**config.mk**
```make
export PLATFORM = sky130hd
export DESIGN_NAME = qphtu_handle_check
export DESIGN_NICKNAME = d
export VERILOG_FILES = /design/src/hw/rtl/quad_pointer_hit_test_unit_defines.svh /design/src/hw/rtl/qphtu_pkg.sv /design/src/hw/rtl/qphtu_handle_check.sv
export SDC_FILE = /design/constraint.sdc
export NUM_CORES = 1
export LEC_CHECK = 0
export BUFFER_PORTS_ARGS = -buffer_cell sky130_fd_sc_hd__clkbuf_2
export CAP_MARGIN = 20
export CORE_UTILIZATION = 34
export DETAILED_ROUTE_END_ITERATION = 16
export GPL_ROUTABILITY_DRIVEN = 0
export PLACE_DENSITY = 0.52
export SLEW_MARGIN = 20
export SYNTH_ARGS = -nofsm -noshare
export SYNTH_HDL_FRONTEND = slang
export SYNTH_SLANG_ARGS = --single-unit
```
**constraint.sdc**
```tcl
create_clock -name vclk -period 4.4
set_input_delay 0.66 -clock vclk [all_inputs]
set_output_delay 0.66 -clock vclk [all_outputs]
set_load 0.05 [all_outputs]
```
**src/hw/rtl/quad_pointer_hit_test_unit_defines.svh**
```systemverilog
// Assertion macros used by the quad pointer hit test top level.
`ifndef QUAD_POINTER_HIT_TEST_UNIT_DEFINES_SVH
`define QUAD_POINTER_HIT_TEST_UNIT_DEFINES_SVH

// Property checked on every clock edge outside reset.
`define QPHTU_ASSERT(lbl, clk, rst, prop) \
   lbl: assert property (@(posedge clk) disable iff (rst) (prop)) \
      else $error("qphtu assertion failed");

// Implication checked in the same cycle.
`define QPHTU_ASSERT_IMP(lbl, clk, rst, ante, cons) \
   lbl: assert property (@(posedge clk) disable iff (rst) (ante) |-> (cons)) \
      else $error("qphtu implication failed");

// Implication checked in the next cycle.
`define QPHTU_ASSERT_NEXT(lbl, clk, rst, ante, cons) \
   lbl: assert property (@(posedge clk) disable iff (rst) (ante) |=> (cons)) \
      else $error("qphtu next-cycle implication failed");

`endif

```
**src/hw/rtl/qphtu_pkg.sv**
```systemverilog
// Types, constants and register codes for the quad pointer hit test unit.
`timescale 1ns / 1ps

package qphtu_pkg;

   localparam int CoordWidth = 12;
   localparam int NumCorners = 4;
   localparam int NumEdges   = 4;
   localparam int IndexWidth = 2;
   localparam int CountWidth = 3;
   localparam int DiffWidth  = CoordWidth + 1;
   localparam int ProdWidth  = 2 * DiffWidth;
   localparam int CrossWidth = ProdWidth + 1;
   localparam int BoxWidth   = CoordWidth + 2;

   localparam int HANDLE_HALF = 20;
   localparam int RAY_BOTTOM  = 600;

   typedef struct packed {
      logic signed [CoordWidth-1:0] x;
      logic signed [CoordWidth-1:0] y;
   } point_type;

   // Crossing flags of one edge against the upward and the downward ray.
   typedef struct packed {
      logic up;
      logic down;
   } edge_res_type;

   typedef struct packed {
      logic                  hit;
      logic [IndexWidth-1:0] index;
   } handle_res_type;

   typedef enum logic [2:0] {
      REG_CORNER0_X = 3'd0,
      REG_CORNER0_Y = 3'd1,
      REG_CORNER1_X = 3'd2,
      REG_CORNER1_Y = 3'd3,
      REG_CORNER2_X = 3'd4,
      REG_CORNER2_Y = 3'd5,
      REG_CORNER3_X = 3'd6,
      REG_CORNER3_Y = 3'd7
   } csr_reg_type;

   localparam point_type CornerReset [NumCorners] = '{
      '{x: 12'sd200, y: 12'sd150},
      '{x: 12'sd200, y: 12'sd450},
      '{x: 12'sd600, y: 12'sd450},
      '{x: 12'sd600, y: 12'sd150}
   };

   // Edge list: 0-3, 1-2, 0-1, 3-2.
   localparam int EdgeFirst  [NumEdges] = '{0, 1, 0, 3};
   localparam int EdgeSecond [NumEdges] = '{3, 2, 1, 2};

endpackage

```
**src/hw/rtl/qphtu_handle_check.sv**
```systemverilog
// Corner handle box test with lowest-index priority.
`timescale 1ns / 1ps

module qphtu_handle_check (
   input  qphtu_pkg::point_type      corner_i [qphtu_pkg::NumCorners],
   input  qphtu_pkg::point_type      point_i,
   output qphtu_pkg::handle_res_type result_o
);
   import qphtu_pkg::*;

   logic [NumCorners-1:0] in_handle;

   for (genvar c = 0; c < NumCorners; c++) begin : g_corner
      logic signed [BoxWidth-1:0] cx, cy, px, py;

      assign cx = $signed({{2{corner_i[c].x[CoordWidth-1]}}, corner_i[c].x});
      assign cy = $signed({{2{corner_i[c].y[CoordWidth-1]}}, corner_i[c].y});
      assign px = $signed({{2{point_i.x[CoordWidth-1]}}, point_i.x});
      assign py = $signed({{2{point_i.y[CoordWidth-1]}}, point_i.y});

      assign in_handle[c] = (px >= cx - BoxWidth'(HANDLE_HALF)) &&
                            (px <= cx + BoxWidth'(HANDLE_HALF)) &&
                            (py >= cy - BoxWidth'(HANDLE_HALF)) &&
                            (py <= cy + BoxWidth'(HANDLE_HALF));
   end

   always_comb begin
      result_o = '{hit: 1'b0, index: '0};
      for (int i = NumCorners - 1; i >= 0; i--) begin
         if (in_handle[i]) begin
            result_o = '{hit: 1'b1, index: IndexWidth'(i)};
         end
      end
   end

endmodule

```
# Yosys cells after proc, flatten, opt, wreduce, memory -nomap -nowiden
# Index checks and enable logic that the tools add are counted.
# word_totals
wordCells	48
regBits	0
out_inout_bits	3
inputBits	120
# op_classes
add_sub_neg	16
n_reduce_logical	12
n_lt_le_gt_ge	16
mux	4
# op_table
cell	n
adder 12 x 6 -> 13 bit, second input constant	8
greater-or-equal comparator 12 x 13 -> 1 bit	8
<= comparator 12 x 13 -> 1 bit	8
subtractor 12 x 6 -> 13 bit, second input constant	8
logical AND 1 bit	12
two-way mux 3 bit	4

# Longest topological paths before layout
# Gate-level depths: netlist of run 1.
# logic_depth
ltp_word	9
depth_mapped	15
mapped_depth_nobuf	15

# Least setup slack after synthesis of run 1
# OpenSTA, ideal clock, no wires.
# synth_timing
path_kind	input -> output
start	input port corner_i[53] (netlist name)
end	output port result_o[0] (netlist name)
slack_ns	0.142
arrival_time_ns	3.598
required_ns	3.740
cell_stages	13
n_path_buf	1
path_cell_list	clkbuf_1 -> or4_1 -> nor3_1 -> nand2_1 -> xor2_1 -> ha_1 -> nand3_1 -> a41oi_1 -> a211o_1 -> a311oi_1 -> a311oi_1 -> o211ai_1 -> a21oi_1
# synth_lines
item	line	text
start: declaration	qphtu_handle_check.sv:5	input qphtu_pkg::point_type corner_i [qphtu_pkg::NumCorners],
end: declaration	qphtu_handle_check.sv:7	output qphtu_pkg::handle_res_type result_o

==> results of run 1 <==
critical path, stage by stage:
cell	delay, ns
buf_4	0.10
inv_1	0.04
ha_1	0.21
nor2b_2	0.13
buf_4	0.12
nor2_1	0.04
xnor2_1	0.12
ha_1	0.31
a21o_1	0.19
a21oi_2	0.14
nor2_1	0.06
a2111oi_2	0.35
mux2_2	0.39
o211ai_1	0.23
o31ai_2	0.19
nand3b_1	0.22
buf_6	0.17
metrics by stage:
step	setup TNS (ns)	cell area (sq um)	hold WS (ns)	power (uW)
floorplan	0	6790	1.85	572
global placement	-0.0425	8050	2.27	871
detailed placement	-0.170	8050	2.29	872
CTS	0	8070	2.29	881
global route	-0.104	8240	2.38	1030
finish	0	8240	2.27	907
metal layers:
metal	routed length, um	vias to the layer above	track usage
li1	-	3675	-
met5	0	-	0
met2	8750	83	0.325
met4	27	0	0.00280
met1	10500	3055	0.288
met3	641	2	0.0123
cells by family after synthesis:
kind of cell / after synthesis / synth area share
buffers and inverters: 100 / 0.0553
and+or+nand+nor: 273 / 0.202
muxes: 2 / 0.00313
xor gates and xnor gates: 127 / 0.164
AOI/OAI and AO/OA: 225 / 0.204
adders and majority gates: 202 / 0.372
synth_stat cells, drive strengths merged, types with 4 or more instances:
library cell	count
ha	202
a21oi	73
nand2	67
xor2	66
nor2	64
inv	63
o21ai	63
xnor2	61
clkbuf	34
nand3	33
a21o	24
nand4	21
nor3	20
nor4	14
and3	12
a211oi	11
nor2b	11
o211ai	10
o21a	8
nand2b	7
o2111ai	6
nand3b	5
and4	4
nor3b	4
final timing paths:
path,endpoint,slack [ns],from,cells past startpoint
max,result_o[2],0.06,corner_i[62],17
min,result_o[1],2.27,corner_i[35],8
where the power goes:
group,switching (uW),internal (uW)
combinational,502,405
clock,0,0
sequential,0,0
placed cells by master (no fill, tap or decap), types with 5 or more instances in the layout:
| cell type | count |
|---|---|
| a211oi_1 | 10 |
| a21o_1 | 24 |
| a21oi_1 | 70 |
| and3_1 | 12 |
| buf_4 | 65 |
| clkbuf_2 | 119 |
| ha_1 | 199 |
| inv_1 | 63 |
| nand2_1 | 66 |
| nand2b_1 | 7 |
| nand3_1 | 32 |
| nand3b_1 | 5 |
| nand4_1 | 21 |
| nor2_1 | 64 |
| nor2b_1 | 9 |
| nor3_1 | 16 |
| nor4_1 | 10 |
| o2111ai_1 | 5 |
| o211ai_1 | 10 |
| o21a_1 | 8 |
| o21ai_0 | 52 |
| o21ai_1 | 8 |
| xnor2_1 | 60 |
| xor2_1 | 66 |
repair_timing:
action,CTS,global route
buffers inserted,0,4
gates resized for setup,4,45
cloned,0,0
pin swaps,1,12
setup endpoints to repair,3,3
hold buffers,0,0
hold endpoints to repair,0,0
layout make-up:
| cell class | count | area share |
|---|---|---|
| inverters | 63 | 0.0287 |
| repair buffers | 186 | 0.135 |
| well taps | 265 | 0.0402 |
| multi-input cells | 829 | 0.796 |
==> reports/qor.yml, run 1 <==
cells_and_area:
  diodes: 0
  layout-drive-gt1-share: 0.206
  seq_cells: 0
  nNetsFinal: 1402
  fillCellCount: 2076
  multiInputGateArea_sq_um: 6560
  post-route-util: 0.422
  register_area_sq_um: 0
  stdcell_count: 1343
  nClkBuffers: 0
  area_growth_pct: 21.4
die:
  initial_core_util: 0.348
  die_x_um: 143
  boundaryPins: 123
  die_area_sq_um: 20500
  fp.dieH_um: 143
  num_rows: 51
  core_sq_um: 19500
synthesis:
  syn-num-nets: 1251
  synth_area_leaders: "ha_1 37%, xor2_1 8.5%, xnor2_1 7.9%, a21oi_1 5.3%, o21ai_0 4.5%"
  synth_largest_area_cell: "ha_1"
  netlist_instances: 929
  avgSynthCellArea_sq_um: 7.31
  synthDistinctLibCells: 56
  syn_area_sq_um: 6790
  yosysWarnings: 0
  synth_top_area_frac: 0.372
  ys_seq_area_frac: 0
placed_design:
  dp_slack_ns: -0.113
  hpwl_um: 17000
  placedCellCount: 1339
  port_buffers: 123
global_route:
  grt_max_degree: 12
  first_global_vias: 6456
  antenna_found_initial: 0
  grt_usage: 0.195
  grt_pass1_wl_um: 32000
  gr-total-overflow: 0
critical_path:
  start_kind: "input pin"
  end_kind: "primary output"
  worstSetupPathType: "input pin to primary output"
  cp.required_ns: 3.74
  critical_path_peak_fanout: 4
  crit_arrival_ns: 3.68
sta:
  finalHoldViolCount: 0
  max_freq_mhz: 231
  fin_crit_ns: 4.34
  max_slew_margin: 0.671
  finalMaxSlewViolations: 0
  fin_crit_sh: 0.985
  tightest_slew_ns: 0.492
  rsz0062_at_grt: "yes"
  setup_viol: 0
  fin_ws_ns: 0.0638
drt:
  drt_first_pass_iters: 4
  routed_wirelength_um: 19900
  dr.first_iter.drc_count: 267
  vias_per_cell: 5.07
  wl_per_cell_um: 14.8
  ant_nets: 0
  route.detailed.drc: 0
  vias: 6815
status:
  status: "completed"
min_path:
  min_path_type: "input pin to primary output"
power_and_ir_drop:
  cellPowerDensity_nw_per_um2: 110
  power.leakage_uw: 0.00401
  vdd_drop_max_v: 0.0000937
flow_run:
  maxCapViolCount: 0
Power figures use the tool's default switching activity.
==> inputs of run 2 (changes only) <==
PLACE_DENSITY = 0.54   (was 0.52)
clock period = 3.55 ns   (was 4.4 ns; I/O delays follow)
==> run 2 against run 1 <==
Compared with the run above: the flow now finishes with violations (negative setup slack); non-clock buffer count grew 147; first-iteration DRC count grew 33%; combinational power grew 46%; setup slack lost 0.56 ns; final area grew 16%; utilization grew 7.0 points; sequential cell count is the same; critical endpoint is now result_o[1]; highest routed layer unchanged.
==> reports/qor.yml, run 2 (synthesis results as in run 1) <==
placed_design:
  hpwl_um: 18300  # +7.6%
  port_buffers: 123  # unchanged
cells_and_area:
  final_common_cell: "buf_4"
  final_cell_mix: "203 x buf_4, 197 x ha_1, 119 x clkbuf_2"
  fillCellCount: 2000  # -3.7%
  nClkBuffers: 0  # unchanged
  area_growth_pct: 41.4
  diodes: 0  # unchanged
  nNetsFinal: 1549  # +10%
  post-route-util: 0.492  # +0.0696
  register_area_sq_um: 0  # unchanged
  multiInputGateArea_sq_um: 6740  # +2.7%
  seq_cells: 0  # unchanged
  layout-drive-gt1-share: 0.322  # +0.117
sta:
  tightest_slew_ns: 0.491  # -0.000605 ns
  max_freq_mhz: 247
  finalMaxSlewViolations: 0  # unchanged
  setup_viol: 3  # +3
  max_slew_margin: 0.671  # about the same
  fin_crit_ns: 4.05
  fin_ws_ns: -0.501  # -0.565 ns
  finalHoldViolCount: 0  # unchanged
  rsz0062_at_grt: "yes"
  fin_crit_sh: 1.14
  hold_slack_ns: 2.07  # -0.201 ns
global_route:
  grt_usage: 0.202  # +0.00713
  gr-total-overflow: 0  # unchanged
  antenna_found_initial: 0  # unchanged
  grt_max_degree: 13  # +1
  first_global_vias: 6996  # +8.4%
  grt_pass1_wl_um: 33500  # +4.7%
drt:
  vias: 7455  # +9.4%
  routed_wirelength_um: 21000  # +5.8%
  wl_per_cell_um: 14.1  # -4.6%
  dr.first_iter.drc_count: 354  # +33%
  route.detailed.drc: 0  # unchanged
  vias_per_cell: 5.00  # -1.4%
  drt_first_pass_iters: 4  # unchanged
  ant_nets: 0  # unchanged
power_and_ir_drop:
  cellPowerDensity_nw_per_um2: 137  # +25%
  vdd_drop_max_v: 0.000145  # +55%
  power.leakage_uw: 0.00479  # +19%
critical_path:
  start_kind: "input pin"
  crit_arrival_ns: 3.52  # -0.16 ns
  cp.required_ns: 3.02  # -0.72 ns
  worstSetupPathType: "input pin to primary output"
  crit_chain: "clkbuf_8, or4_4, buf_4, nor3_2, nor2_1, nor2_1, ha_1, nand3_1, a41oi_2, a211o_1, a311oi_2, a311oi_2, o211ai_1, o31ai_2, buf_4, a21oi_4, buf_12"
  end_kind: "primary output"
  slowest_delay_ns: 0.54  # +0.15 ns
  slowest_stage: "or4_4"
  critical_path_peak_fanout: 3  # -1
die:
  core_sq_um: 19500  # unchanged
  die_area_sq_um: 20500  # unchanged
  fp.dieH_um: 143  # unchanged
  initial_core_util: 0.348  # unchanged
  boundaryPins: 123  # unchanged
  num_rows: 51  # unchanged
  die_x_um: 143  # unchanged
clock_network:
  postCtsHoldBufs: 0  # unchanged
status:
  violations: "negative setup slack"
  status: "finished with violations"
flow_run:
  maxCapViolCount: 0  # unchanged
min_path:
  min_path_type: "input pin to primary output"
## run 2: cell count changes in the layout (fill, tap and decap cells not counted), sizes merged
cell	before	now
clkbuf	119	122
buf	67	211
## run 2: metrics by stage
stage / total power [uW] / area (sq um) / setup WS, ns / TNS, ns / instances
CTS: 1290 / 9430 / -0.479 / -1.21 / 1488
global route: 1480 / 9600 / -0.596 / -1.64 / 1490
detailed placement: 1250 / 9240 / -0.603 / -1.75 / 1487
floorplan: 716 / 6830 / -0.276 / -0.470 / 929
finish: 1320 / 9600 / -0.501 / -1.33 / 1490
global placement: 1240 / 9240 / -0.536 / -1.55 / 1487
## run 2: metal layers
layer,wire [um],share of wire,track usage
met2,9440,0.45,0.341
met4,70,0.0033,0.00392
met1,10900,0.52,0.297
met3,610,0.029,0.00766
met5,0,0,0
## run 2: what timing repair did
action	CTS	global route
resized for setup	45	32
endpoints found under the setup margin	3	3
setup buffers	2	2
pin swaps	12	14
## run 2: cell type report
| class | count | area share |
|---|---|---|
| multi-input combinational | 829 | 0.702 |
| timing repair buffer | 333 | 0.239 |
| tap | 265 | 0.0345 |
| inverter | 63 | 0.0246 |
## run 2: power by group
part | leakage, uW | total [uW] | switching, uW | internal (uW)
Combinational | 0.00479 | 1320 | 671 | 645
Clock | 0 | 0 | 0 | 0
Sequential | 0 | 0 | 0 | 0
Total | 0.00479 | 1320 | 671 | 645
## run 2: final timing paths
check,start,endpoint,slack [ns],cells past startpoint
worst max-delay path,corner_i[53],result_o[1],-0.50,17
worst min-delay path,corner_i[35],result_o[1],2.07,8
## run 2: worst max-delay path, delay by kind of cell
kind                     cells  cell delay [ns]
AO/OA/AOI/OAI                7             1.22
buffers and inverters        4             0.59
adder cells (fa/ha/maj)      1             0.25
AND/OR/NAND/NOR              5             0.91
